## src/rtl/core/fdsu_pkg.sv

```systemverilog
// Package for the Forth stack unit: word codes, status codes, sequencer states.
// No dependencies.
`timescale 1ns / 1ps
package fdsu_pkg;

  typedef enum logic [4:0] {
    F_LIT = 5'd0, F_DUP = 5'd1, F_2DUP = 5'd2, F_DROP = 5'd3, F_CLEAR = 5'd4,
    F_SWAP = 5'd5, F_2SWAP = 5'd6, F_OVER = 5'd7, F_2OVER = 5'd8, F_OVER2 = 5'd9,
    F_ROT = 5'd10, F_NROT = 5'd11, F_A2D = 5'd12, F_D2A = 5'd13, F_ACOPY = 5'd14,
    F_PICK = 5'd15, F_ROLL = 5'd16
  } func_e;

  typedef enum logic [1:0] {
    ST_OK = 2'd0, ST_UNDER = 2'd1, ST_OVER = 2'd2, ST_INDEX = 2'd3
  } status_e;

  typedef enum logic [3:0] {
    S_IDLE, S_RD, S_RDW, S_WR, S_IDX, S_MOVE, S_MOVEW, S_TOP, S_TOPW, S_DONE
  } state_e;

  // per-code requirements: data need, data growth, aux need, aux growth
  typedef struct packed {
    logic [2:0] dneed;
    logic [1:0] dgrow;
    logic       aneed;
    logic       agrow;
  } req_t;

  function automatic req_t func_req(input logic [4:0] f);
    req_t r;
    r = '0;
    case (f)
      F_LIT:   r.dgrow = 2'd1;
      F_DUP:   begin r.dneed = 3'd1; r.dgrow = 2'd1; end
      F_2DUP:  begin r.dneed = 3'd2; r.dgrow = 2'd2; end
      F_DROP:  r.dneed = 3'd1;
      F_SWAP:  r.dneed = 3'd2;
      F_2SWAP: r.dneed = 3'd4;
      F_OVER:  begin r.dneed = 3'd2; r.dgrow = 2'd1; end
      F_2OVER: begin r.dneed = 3'd4; r.dgrow = 2'd2; end
      F_OVER2: begin r.dneed = 3'd3; r.dgrow = 2'd1; end
      F_ROT:   r.dneed = 3'd3;
      F_NROT:  r.dneed = 3'd3;
      F_A2D:   begin r.aneed = 1'b1; r.dgrow = 2'd1; end
      F_D2A:   begin r.dneed = 3'd1; r.agrow = 1'b1; end
      F_ACOPY: begin r.aneed = 1'b1; r.dgrow = 2'd1; end
      F_PICK:  r.dneed = 3'd1;
      F_ROLL:  r.dneed = 3'd1;
      default: r = '0;
    endcase
    return r;
  endfunction

endpackage

```

## src/rtl/core/forth_dual_stack_unit.sv

```systemverilog
// Forth data/aux stack unit: top level with sequencer, two stack RAMs.
// Depends on fdsu_pkg and fdsu_ram.
//
// Channel | Direction | Handshake        | Fields
// request | in        | start / busy     | func_i, literal_i
// result  | out       | done_o (strobe)  | status_o, top_value_o, data_count_o,
//         |           |                  | aux_top_o, aux_count_o, error_seen_o
//
// Fixed words read their entries from the RAM one at a time (plus the aux top where needed),
// then write their entries back one at a time. Unused codes, underflow and overflow
// skip straight to the top refresh. Pick/roll read the index, then walk the entries.
// busy drops the cycle after done_o.
// Reset clears counts and the flag; RAM contents need no clearing. Results cannot be stalled.
`timescale 1ns / 1ps
module forth_dual_stack_unit #(
  parameter int DATA_DEPTH = 64,
  parameter int AUX_DEPTH  = 64,
  parameter int WORD_BITS  = 16
) (
  input  logic        clk_i,
  input  logic        rst_ni,
  input  logic        start,
  output logic        busy,
  input  logic [4:0]  func_i,
  input  logic signed [15:0] literal_i,
  output logic        done_o,
  output logic [1:0]  status_o,
  output logic signed [15:0] top_value_o,
  output logic [6:0]  data_count_o,
  output logic signed [15:0] aux_top_o,
  output logic [6:0]  aux_count_o,
  output logic        error_seen_o
);
  import fdsu_pkg::*;

  localparam int DA = $clog2(DATA_DEPTH);
  localparam int AA = $clog2(AUX_DEPTH);
  localparam int DC = $clog2(DATA_DEPTH + 1);
  localparam int AC = $clog2(AUX_DEPTH + 1);
  localparam int W  = WORD_BITS;

  state_e state_q, state_d;
  logic [4:0]   func_q, func_d;
  logic [W-1:0] lit_q, lit_d;
  logic [DC-1:0] dn_q, dn_d;
  logic [AC-1:0] an_q, an_d;
  logic          err_q, err_d;
  logic [1:0]    stat_q, stat_d;
  logic [2:0]    cnt_q, cnt_d;      // fixed-word read/write step
  logic [W-1:0]  buf_q [4];
  logic [W-1:0]  buf_d [4];
  logic [W-1:0]  abuf_q, abuf_d;
  logic [DC-1:0] ptr_q, ptr_d;      // pick/roll walking index
  logic [DC-1:0] end_q, end_d;
  logic [W-1:0]  held_q, held_d;    // moved element

  logic          dwe, awe;
  logic [DA-1:0] dwa, dra;
  logic [AA-1:0] awa, ara;
  logic [W-1:0]  dwd, awd, drd, ard;

  fdsu_ram #(.Width(W), .Depth(DATA_DEPTH)) u_dram (
    .clk_i, .we_i(dwe), .waddr_i(dwa), .wdata_i(dwd), .raddr_i(dra), .rdata_o(drd));
  fdsu_ram #(.Width(W), .Depth(AUX_DEPTH)) u_aram (
    .clk_i, .we_i(awe), .waddr_i(awa), .wdata_i(awd), .raddr_i(ara), .rdata_o(ard));

  req_t req;
  logic [DC+1:0] dgrown;
  logic [AC:0]   agrown;
  logic [2:0]    nrd, nwr;
  logic [W-1:0]  wsrc;
  logic [DC-1:0] wofs;

  always_comb begin
    req    = func_req(func_q);
    dgrown = DC'(0) + (DC+2)'(dn_q) + (DC+2)'(req.dgrow);
    agrown = (AC+1)'(an_q) + (AC+1)'(req.agrow);
  end

  // entries read from the top (buf[i] = w[n-nrd+i]) and written back
  always_comb begin
    nrd = req.dneed;
    nwr = 3'd0;
    case (func_q)
      F_LIT, F_DUP, F_OVER, F_OVER2, F_A2D, F_ACOPY: nwr = 3'd1;
      F_2DUP, F_2OVER, F_SWAP: nwr = 3'd2;
      F_2SWAP: nwr = 3'd4;
      F_ROT, F_NROT: nwr = 3'd3;
      default: nwr = 3'd0;
    endcase
  end

  // write step cnt: data source and offset from old n (addr = n - nrd + wofs)
  always_comb begin
    wsrc = '0;
    wofs = '0;
    case (func_q)
      F_LIT:   begin wsrc = lit_q;  wofs = DC'(nrd); end
      F_DUP:   begin wsrc = buf_q[0]; wofs = DC'(1); end
      F_2DUP:  begin wsrc = buf_q[cnt_q[1:0]]; wofs = DC'(2) + DC'(cnt_q); end
      F_OVER:  begin wsrc = buf_q[0]; wofs = DC'(2); end
      F_2OVER: begin wsrc = buf_q[cnt_q[1:0]]; wofs = DC'(4) + DC'(cnt_q); end
      F_OVER2: begin wsrc = buf_q[0]; wofs = DC'(3); end
      F_A2D, F_ACOPY: begin wsrc = abuf_q; wofs = '0; end
      F_SWAP:  begin wsrc = buf_q[{1'b0, ~cnt_q[0]}]; wofs = DC'(cnt_q); end
      F_2SWAP: begin wsrc = buf_q[{~cnt_q[1], cnt_q[0]}]; wofs = DC'(cnt_q); end
      F_ROT:   begin
        wsrc = (cnt_q == 3'd2) ? buf_q[0] : buf_q[cnt_q[1:0] + 2'd1];
        wofs = DC'(cnt_q);
      end
      F_NROT:  begin
        wsrc = (cnt_q == 3'd0) ? buf_q[2] : buf_q[cnt_q[1:0] - 2'd1];
        wofs = DC'(cnt_q);
      end
      default: ;
    endcase
  end

  logic [DC-1:0] base;
  logic [W-1:0]  k;
  logic [DC-1:0] m;   // count after popping k
  always_comb base = dn_q - DC'(nrd);

  always_comb begin
    state_d = state_q; func_d = func_q; lit_d = lit_q; dn_d = dn_q; an_d = an_q;
    err_d = err_q; stat_d = stat_q; cnt_d = cnt_q; buf_d = buf_q; abuf_d = abuf_q;
    ptr_d = ptr_q; end_d = end_q; held_d = held_q;
    dwe = 1'b0; awe = 1'b0; dwa = '0; dra = '0; awa = '0; ara = '0;
    dwd = wsrc; awd = buf_q[0];
    done_o = 1'b0;
    k = drd;
    m = dn_q - DC'(1);
    case (state_q)
      S_IDLE: if (start) begin
        func_d = func_i;
        lit_d  = W'(literal_i);
        cnt_d  = '0;
        stat_d = ST_OK;
        state_d = S_RD;
      end
      S_RD: begin
        if (func_q > F_ROLL) begin
          state_d = S_TOP;
        end else if (DC'(req.dneed) > dn_q || AC'(req.aneed) > an_q) begin
          stat_d = ST_UNDER; state_d = S_TOP;
        end else if (dgrown > (DC+2)'(DATA_DEPTH) || agrown > (AC+1)'(AUX_DEPTH)) begin
          stat_d = ST_OVER; state_d = S_TOP;
        end else if (func_q == F_PICK || func_q == F_ROLL) begin
          dra = DA'(dn_q - DC'(1));
          state_d = S_IDX;
        end else if (cnt_q < nrd || (req.aneed && cnt_q == nrd)) begin
          dra = DA'(base + DC'(cnt_q));
          ara = AA'(an_q - AC'(1));
          state_d = S_RDW;
        end else begin
          cnt_d = '0; state_d = S_WR;
        end
      end
      S_RDW: begin
        if (cnt_q < nrd) buf_d[cnt_q[1:0]] = drd;
        else abuf_d = ard;
        cnt_d = cnt_q + 3'd1;
        state_d = S_RD;
      end
      S_WR: begin
        if (cnt_q < nwr) begin
          dwe = 1'b1;
          dwa = DA'(base + wofs);
          cnt_d = cnt_q + 3'd1;
        end else begin
          case (func_q)
            F_D2A: begin
              awe = 1'b1; awa = AA'(an_q);
              an_d = an_q + AC'(1); dn_d = dn_q - DC'(1);
            end
            F_A2D: begin an_d = an_q - AC'(1); dn_d = dgrown[DC-1:0]; end
            F_DROP: dn_d = dn_q - DC'(1);
            F_CLEAR: dn_d = '0;
            default: dn_d = dgrown[DC-1:0];
          endcase
          state_d = S_TOP;
        end
      end
      S_IDX: begin
        dn_d = m;
        if (k[W-1] || (W+DC)'(k) >= (W+DC)'(m)) begin
          err_d = 1'b1; stat_d = ST_INDEX; state_d = S_TOP;
        end else begin
          // j = m-1-k; pick walks j..m-1 upward, roll walks m-1..j downward
          if (func_q == F_PICK) begin
            ptr_d = m - DC'(1) - k[DC-1:0]; end_d = m - DC'(1);
          end else begin
            ptr_d = m - DC'(1); end_d = m - DC'(1) - k[DC-1:0];
          end
          cnt_d = '0;
          state_d = S_MOVE;
        end
      end
      S_MOVE: begin
        dra = DA'(ptr_q);
        state_d = S_MOVEW;
      end
      S_MOVEW: begin
        // first visit captures the moved element; later ones shift by one
        if (cnt_q == 3'd0) begin
          held_d = drd; cnt_d = 3'd1;
        end else begin
          dwe = 1'b1;
          dwa = (func_q == F_PICK) ? DA'(ptr_q - DC'(1)) : DA'(ptr_q + DC'(1));
          dwd = drd;
        end
        if (ptr_q == end_q) begin
          state_d = S_TOP;
          if (!(cnt_q == 3'd0)) begin end
          // final placement of held element
          held_d = (cnt_q == 3'd0) ? drd : held_q;
          cnt_d = 3'd5;
          state_d = S_TOPW;
          // the held element is always written at end in the TOPW slot
        end else begin
          ptr_d = (func_q == F_PICK) ? ptr_q + DC'(1) : ptr_q - DC'(1);
          state_d = S_MOVE;
        end
      end
      S_TOPW: begin
        // place held element at end index, then refresh tops
        dwe = 1'b1; dwa = DA'(end_q); dwd = held_q;
        state_d = S_TOP;
      end
      S_TOP: begin
        dra = DA'(dn_q - DC'(1));
        ara = AA'(an_q - AC'(1));
        state_d = S_DONE;
      end
      S_DONE: begin
        done_o = 1'b1;
        state_d = S_IDLE;
      end
      default: state_d = S_IDLE;
    endcase
  end

  always_ff @(posedge clk_i or negedge rst_ni) begin
    if (!rst_ni) begin
      state_q <= S_IDLE; dn_q <= '0; an_q <= '0; err_q <= 1'b0; cnt_q <= '0;
    end else begin
      state_q <= state_d; dn_q <= dn_d; an_q <= an_d; err_q <= err_d; cnt_q <= cnt_d;
    end
  end

  always_ff @(posedge clk_i) begin
    func_q <= func_d; lit_q <= lit_d; stat_q <= stat_d; buf_q <= buf_d;
    abuf_q <= abuf_d; ptr_q <= ptr_d; end_q <= end_d; held_q <= held_d;
  end

  assign busy         = (state_q != S_IDLE);
  assign status_o     = stat_q;
  assign top_value_o  = (dn_q == '0) ? 16'sd0 : 16'(drd);
  assign aux_top_o    = (an_q == '0) ? 16'sd0 : 16'(ard);
  assign data_count_o = 7'(dn_q);
  assign aux_count_o  = 7'(an_q);
  assign error_seen_o = err_q;

`ifndef SYNTH
  a_count_range: assert property (@(posedge clk_i) disable iff (!rst_ni)
    dn_q <= DC'(DATA_DEPTH) && an_q <= AC'(AUX_DEPTH))
    else $error("stack count beyond depth");
  a_err_sticky: assert property (@(posedge clk_i) disable iff (!rst_ni)
    err_q |=> err_q) else $error("sticky error cleared");
  a_done_busy: assert property (@(posedge clk_i) disable iff (!rst_ni)
    done_o |-> busy) else $error("result outside a request");
  a_index_err: assert property (@(posedge clk_i) disable iff (!rst_ni)
    (done_o && status_o == ST_INDEX) |-> err_q) else $error("index status without flag");
`endif
endmodule

```

## src/rtl/core/fdsu_ram.sv

```systemverilog
// Generic single-port-write, single-port-read RAM with registered read.
// No dependencies.
`timescale 1ns / 1ps
module fdsu_ram #(
  parameter int Width = 16,
  parameter int Depth = 64
) (
  input  logic                     clk_i,
  input  logic                     we_i,
  input  logic [$clog2(Depth)-1:0] waddr_i,
  input  logic [Width-1:0]         wdata_i,
  input  logic [$clog2(Depth)-1:0] raddr_i,
  output logic [Width-1:0]         rdata_o
);
  logic [Width-1:0] mem_q [Depth];

  always_ff @(posedge clk_i) begin
    if (we_i) mem_q[waddr_i] <= wdata_i;
    rdata_o <= mem_q[raddr_i];
  end
endmodule
```

## config.mk

```make
export PLATFORM = sky130hd
export DESIGN_NAME = forth_dual_stack_unit
export DESIGN_NICKNAME = d
export VERILOG_FILES = /design/src/rtl/core/fdsu_pkg.sv /design/src/rtl/core/forth_dual_stack_unit.sv /design/src/rtl/core/fdsu_ram.sv
export SDC_FILE = /design/constraint.sdc
export NUM_CORES = 2
export LEC_CHECK = 0
export ABC_CLOCK_PERIOD_IN_PS = 8080
export BUFFER_PORTS_ARGS = -buffer_cell sky130_fd_sc_hd__buf_4
export CORE_ASPECT_RATIO = 0.7
export CORE_MARGIN = 2
export CORE_UTILIZATION = 50
export CTS_CLUSTER_DIAMETER = 50
export DETAILED_ROUTE_END_ITERATION = 7
export PLACE_DENSITY = 0.65
export SLEW_MARGIN = 5
export SYNTH_ARGS = -nofsm -noshare
export SYNTH_HDL_FRONTEND = slang
export SYNTH_SLANG_ARGS = --single-unit
```

## constraint.sdc

```tcl
create_clock -name clk_i -period 8.08 [get_ports clk_i]
set_clock_uncertainty 0.1 [all_clocks]
set_input_delay 1.616 -clock clk_i [delete_from_list [all_inputs] [get_ports clk_i]]
set_output_delay 1.616 -clock clk_i [all_outputs]
set_load 0.03 [all_outputs]
```

; ---- Word-level counts from Yosys, hierarchy flattened
; Memory sizes are Yosys's and may differ from the RTL's. A register that Yosys moved wholly into a read port is not among the register bits.
; Index checks and enable logic that the tools add are counted.
[word_totals]
reg_bits = 155
ramBits = 2048
rom_bits = 48
mem_count = 3
[mem_list]
columns = name, words, word_bits, read_ports, rd_clocked_by_memory_dff, write_ports, line_no
row1 = u_aram.mem_q, 64, 16, 1, 1, 1, fdsu_ram.sv:15  ; logic [Width-1:0] mem_q [Depth];
row2 = u_dram.mem_q, 64, 16, 1, 1, 1, fdsu_ram.sv:15
row3 = (no name shown), 16, 3, 1, 1, 0, forth_dual_stack_unit.sv:84  ; case (func_q)
[op_classes]
add_sub_neg = 17
magnitude_cmp = 14
n_eq_ne = 41
muxes = 98
n_bitwise = 10
reduce_logical = 40
[op_table]
columns = cell, count
row1 = two-way mux 16 bit, 16
row2 = binary-select mux 16 bit (select 2 bit), 5
row3 = case mux 16 bit (8 select lines), 1
row4 = two-way mux 6 bit, 16
row5 = bitwise mux 64 bit, 1
row6 = case mux 7 bit (2 select lines), 4
row7 = two-way mux 3 bit, 15
row8 = two-way mux 7 bit, 6
row9 = equality test 5 x 4 -> 1 bit (second input constant), 8
row10 = case mux 4 bit (9 select lines), 1
row11 = case mux 6 bit (3 select lines), 2
row12 = demux 16 bit (select 2 bit), 1
row13 = case mux 16 bit (2 select lines), 1
row14 = case mux 4 bit (7 select lines), 1
row15 = subtractor 7 x 1 -> 7 bit (second input constant), 4
row16 = != test 2 bit (second input constant), 11
row17 = equality test 5 x 3 -> 1 bit (second input constant), 4
row18 = case mux 3 bit (6 select lines), 1
row19 = equality test 4 x 3 -> 1 bit (second input constant), 4
row20 = greater-or-equal comparator 16 x 7 -> 1 bit, 1
row21 = > comparator 8 x 7 -> 1 bit (second input constant), 2
row22 = two-way mux 4 bit, 4
row23 = AND reduction 2 bit, 8
row24 = greater-or-equal comparator 3 bit (second input constant), 5
row25 = other kinds (55), 98

; ---- Depth between registers and ports, before layout
[logic_depth]
ltp_word = 12
depth_mapped = 23

; ---- Cells and area by module
; A second synthesis with hierarchy kept.
[hier_totals]
hier_cells = 4801
hier_area_um2 = 91181.2
[by_module_without_submodules]
columns = mod, n_inst, cells_per_inst, area_each_um2
row1 = fdsu_ram (u_dram), 1, 1829, 40042.2
row2 = fdsu_ram (u_aram), 1, 1820, 39978.3
row3 = forth_dual_stack_unit, 1, 1152, 11160.7

; ---- Worst setup path after synthesis
; Ideal clock, no wire load.
[synth_timing]
path_kind = register -> register
startpoint = register cnt_q[0]
endpoint = memory u_dram.mem_q[0][15], data pin
setup_ps = 702
arrival_ps = 5377
t_required_ps = 7278
setup_slack_ps = 1901
path_stages_with_launch = 16
n_path_buf = 6
period_less_slack_ps = 6179
path_cell_list = dfrtp_1 -> clkbuf_1 -> inv_1 -> clkbuf_1 -> clkbuf_1 -> ha_1 -> clkbuf_1 -> clkbuf_1 -> clkbuf_1 -> nor4_1 -> a21oi_1 -> nand2_1 -> a21oi_1 -> o211ai_1 -> a21oi_1 -> o21ai_0
[synth_via]
elab_chain_cells = 9
elab_cells_between_ends = 30
cone_classes = add/sub (2) / eq/ne (1) / mux (20) / bitwise (6) / reduce/logical (1)
[synth_rtl]
columns = element, line_no
row1 = "start, declared", forth_dual_stack_unit.sv:49  ; logic [2:0] cnt_q, cnt_d;
row2 = "start signal, assigned", forth_dual_stack_unit.sv:247  ; state_q <= state_d; dn_q <= dn_d; an_q <= an_d; err_q <= err_d; cnt_q <= cnt_d;
row3 = subtractor 2 x 1 -> 2 bit / adder 2 x 1 -> 2 bit (equally long branches), "forth_dual_stack_unit.sv:112, forth_dual_stack_unit.sv:108"
row4 = inverter 2 -> 3 bit (on tied branches), "forth_dual_stack_unit.sv:112, forth_dual_stack_unit.sv:108"
row5 = binary-select mux 16 bit (select 2 bit) (on tied branches), "forth_dual_stack_unit.sv:112, forth_dual_stack_unit.sv:108"
row6 = two-way mux 16 bit (on tied branches) (3 in a row), "forth_dual_stack_unit.sv:112, forth_dual_stack_unit.sv:108"
row7 = case mux 16 bit (8 select lines), forth_dual_stack_unit.sv:97  ; case (func_q)
row8 = two-way mux 16 bit, forth_dual_stack_unit.sv:205  ; if (cnt_q == 3'd0) begin
row9 = case mux 16 bit (2 select lines) *, forth_dual_stack_unit.sv:133  ; case (state_q)
row10 = named net dwd[15], forth_dual_stack_unit.sv:60  ; logic [W-1:0] dwd, awd, drd, ard;
row11 = "end, declared", fdsu_ram.sv:15
; Mark *: on every way through the listed nets, which the timed path passes. The rest lies on a longest branch. The select of a mux whose other input is x is not followed.

; ---- Worst setup path in the final report
[layout_timing]
startpoint = register func_q[3]
endpoint = register u_dram.rdata_o[13], read port of u_dram.mem_q
[layout_via]
elab_chain_cells = 12
elab_cells_between_ends = 49
cone_classes = add/sub (4) / order compare (6) / eq/ne (16) / mux (10) / reduce/logical (13)
[layout_rtl]
columns = element, line_no
row1 = "start, declared", forth_dual_stack_unit.sv:43  ; logic [4:0] func_q, func_d;
row2 = "start signal, assigned", forth_dual_stack_unit.sv:252  ; func_q <= func_d; lit_q <= lit_d; stat_q <= stat_d; buf_q <= buf_d;
row3 = branches (longest 10 deep; another with subtractor 6 x 3 -> 6 bit), --
row4 = two-way mux 6 bit *, forth_dual_stack_unit.sv:142  ; if (func_q > F_ROLL) begin
row5 = case mux 6 bit (3 select lines) *, forth_dual_stack_unit.sv:133
row6 = "end, declared", fdsu_ram.sv:13  ; output logic [Width-1:0] rdata_o
; Mark *: on every way between the ends.
; A chain may end at the register's enable or synchronous reset.

==> results.py <==
metrics = {
    "critical_path": {
        "r2r-start": "func_q[3]$_DFFE_PP_",
        "crit_chain": "nor2b_1 -> nand2_1 -> o21a_1 -> o21ai_0 -> ha_1 -> inv_1 -> fa_1 -> fa_1 -> xnor2_1 -> a211oi_1 -> o22ai_1 -> o21ai_4 -> nor2_4 -> buf_4 -> a31oi_1 -> o311ai_0 -> o211ai_1 -> o22a_1",
        "critPathRequiredTime_ns": 8.77,
        "r2r_slack_ns": 0.55,
        "critPathSlowestCell": "o211ai_1",
        "worstSetupPathType": "flip-flop to flip-flop",
        "cp.arrival_ns": 8.22,
        "path_max_fanout": 26,
        "crit_top_cell": "fa_1",
        "critPathTopFamily": "compound AO/OA/AOI/OAI gates",
        "cp_num_buf_inv": 2,
        "critPathCaptureType": "flip-flop",
        "r2r-end": "u_dram.rdata_o[13]$_DFF_P_",
        "cpPeakStageDelay_ns": 1.11,
        "start_kind": "flip-flop",
        "reg2regPathDepth": 18,
    },
    "finish": {
        "seqCellArea_um2": 66700,
        "final_cell_mix": "2181 x edfxtp_1, 1093 x nand2_1, 457 x nand3_1, 371 x buf_4, 272 x nor2_1",
        "syn_to_final_growth_pct": 12.2,
        "multi_input_area_um2": 23800,
        "layout-drive-gt1-share": 0.128,
        "nFillCells": 14400,
        "final_common_cell": "edfxtp_1",
        "nets": 6741,
    },
    "timing": {
        "slew_headroom": 0.0677,
        "finalCriticalPeriod_ns": 7.53,
        "hold_viol_final": 0,
        "tightest_slew_ns": 1.39,
        "finalSetupTns_ns": 0,
        "max_clock_freq_mhz": 133,
        "setup_violations": 0,
        "fin_crit_sh": 0.932,
        "grt_setup_unrepaired": "false",
        "fin_hold_ws_ns": 0.417,
        "report.final.slew_viol_count": 0,
    },
    "global_route": {
        "antenna_found_initial": 15,
        "grt_pass1_vias": 54400,
        "overflow": 0,
        "grtUsageTotal": 0.287,
        "grt_max_degree": 125,
        "grt_pass1_wl_mm": 390,
    },
    "clock_network": {
        "post_cts_buffers": 0,
        "clk_path_buf_depth": 3,
        "cts.root.buffer_cell": "clkbuf_16",
        "path_clk_slew_ns": 0.06,
        "cts_resized": 0,
        "cts_buffers": 207,
        "hold_buffers": 0,
        "cts_tree": "built",
        "htreeDepth": 4,
        "clock-sinks": 2238,
        "clock_latency_ns": 0.86,
    },
    "routing": {
        "wl_mm": 273,
        "viasPerCell": 6.39,
        "drt-wirelength-per-cell_um": 29.4,
        "vias": 59400,
        "drc": 0,
        "first_iter_violations": 10200,
        "ant_nets": 0,
        "drtPass1Iterations": 6,
    },
    "logic_synthesis": {
        "syn_inst": 6470,
        "netlist-cell-type-count": 109,
        "synth-edff-count": 2181,
        "synth-seq-area-share": 0.725,
        "synth-warning-count": 0,
        "synth_area_um2": 92100,
        "syn_area_per_cell_um2": 14.2,
        "synthArstFlopShare": 0.00983,
        "synth_flop_cell": "edfxtp_1",
        "syn-num-nets": 6548,
        "ys_seq_elements": 2238,
    },
    "floorplan": {
        "die_y_um": 363,
        "chipWidth_um": 517,
        "start_util": 0.504,
        "dieArea_um2": 188000,
        "core.rowCount": 131,
        "core_area_um2": 183000,
        "io_pins": 75,
    },
    "power_and_ir_drop": {
        "power_density_nw_per_um2": 349,
        "vdd_drop_max_mv": 0.318,
        "p_leak_nw": 34.3,
    },
    "placed_design": {
        "dp_hpwl_mm": 171,
        "io_buffers": 74,
        "place_congestion": 0.939,
    },
    "hold_path": {
        "hold_depth": 0,
        "hold_class": "flip-flop to flip-flop",
        "min_to": "abuf_q[15]$_DFFE_PP_",
        "min_from": "u_aram.rdata_o[15]$_DFF_P_",
    },
    "run": {
        "cap_violations": 0,
    },
    "outcome": {
        "status": "finished, final reports clean",
    },
}
-- layout make-up --
type                            instances  area share
Sequential cell                      2238       0.646
Multi-Input combinational cell       3790       0.230
Clock buffer                          283      0.0544
Tap cell                             2460      0.0298
Timing Repair Buffer                  384      0.0295
Clock inverter                         99     0.00812
Inverter                               42     0.00153
Antenna cell                            2   0.0000485
-- worst max-delay path by stage --
| stage | from | end | slack, ns | cells after the start |
|---|---|---|---|---|
| finish | func_q[3]$_DFFE_PP_ | u_dram.rdata_o[13]$_DFF_P_ | 0.55 | 18 |
| global route | func_q[3]$_DFFE_PP_ | u_dram.rdata_o[13]$_DFF_P_ | 0.28 | 19 |
| CTS | func_q[3]$_DFFE_PP_ | u_dram.rdata_o[13]$_DFF_P_ | 1.07 | 18 |
| detailed placement | func_q[3]$_DFFE_PP_ | u_dram.rdata_o[13]$_DFF_P_ | 1.07 | 18 |
| global placement | func_q[3]$_DFFE_PP_ | u_dram.rdata_o[13]$_DFF_P_ | 1.06 | 19 |
| floorplan | cnt_q[0]$_DFFE_PN0P_ | u_dram.mem_q[0][15]$_DFFE_PP_ | 1.90 | 15 |
-- report_power, final --
| part | total [mW] | internal [mW] | switching [mW] |
|---|---|---|---|
| sequential | 14.2 | 13.6 | 0.608 |
| clock | 9.40 | 5.11 | 4.30 |
| combinational | 12.4 | 3.65 | 8.78 |
| total | 36.0 | 22.4 | 13.7 |
-- sequential cells by signal (all words and copies together) (netlist names), named ones only --
| register | flops |
|---|---|
| u_aram.mem_q | 1024 |
| u_dram.mem_q | 1024 |
| buf_q | 48 |
| abuf_q | 16 |
| awd | 16 |
| held_q | 16 |
| lit_q | 16 |
| u_aram.rdata_o | 16 |
| u_dram.rdata_o | 16 |
| aux_count_o | 7 |
| data_count_o | 7 |
| end_q | 7 |
| ptr_q | 7 |
| func_q | 5 |
| state_q | 4 |
| cnt_q | 3 |
| status_o | 2 |
| error_seen_o | 1 |
-- Yosys cell counts (43+ instances only) --
library cell	instances	share of area
mux2_2	95	0.012
a221oi_1	65	0.0062
o22ai_1	43	0.0029
mux2i_1	248	0.027
edfxtp_1	2181	0.71
a31oi_1	50	0.0034
clkbuf_1	194	0.0079
o21ai_0	144	0.0078
nor2b_1	44	0.0030
nand2_1	1094	0.045
nand3_1	457	0.025
and2_1	48	0.0033
o211ai_1	57	0.0046
a32oi_1	58	0.0055
a21oi_1	246	0.013
buf_2	145	0.0079
ha_1	49	0.0067
a211oi_1	49	0.0040
o221ai_1	60	0.0057
a22oi_1	71	0.0058
nand4_1	71	0.0048
nor2_1	281	0.011
-- worst reg2reg max path: stages, from the launching register on --
cell,delay [ns]
edfxtp_1,0.85
nor2b_1,0.37
nand2_1,0.13
o21a_1,0.15
o21ai_0,0.37
ha_1,0.25
inv_1,0.07
fa_1,0.57
fa_1,0.45
xnor2_1,0.15
a211oi_1,0.45
o22ai_1,0.30
o21ai_4,0.86
nor2_4,0.37
buf_4,0.35
a31oi_1,0.20
o311ai_0,0.15
o211ai_1,1.11
o22a_1,0.25
-- through the flow --
step / area (um^2) / cells / worst slack, ns / utilization / power, mW
2_1_floorplan: 92100 / 6470 / 1.90 / - / 21.6
3_3_place_gp: 96800 / 8914 / 1.06 / 0.530 / 26.4
3_5_place_dp: 96800 / 8914 / 1.07 / 0.530 / 26.5
4_1_cts: 103000 / 9296 / 1.07 / 0.566 / 35.8
5_1_grt: 103000 / 9297 / 0.281 / 0.566 / 37.3
6_report: 103000 / 9298 / 0.551 / 0.566 / 36.0
-- logic make-up (layout without fill, tap and decap cells) --
group | Yosys count | count (layout) | share of synthesized area
xor+xnor | 63 | 63 | 0.00614
flops | 2238 | 2238 | 0.725
simple gates | 2174 | 2174 | 0.105
fa+ha+maj | 55 | 55 | 0.00785
mux | 388 | 388 | 0.0492
buf+inv | 442 | 808 | 0.0211
other cells | 0 | 2 | 0
compound gates | 1110 | 1110 | 0.0854
-- layer usage --
layer,routed length [um],vias to the layer above,GRT usage
li1,-,25300,-
met1,116000,29800,0.450
met2,111000,3879,0.384
met3,39700,380,0.0921
met4,6020,6,0.0666
met5,41,-,0
Power figures use the tool's default switching activity.
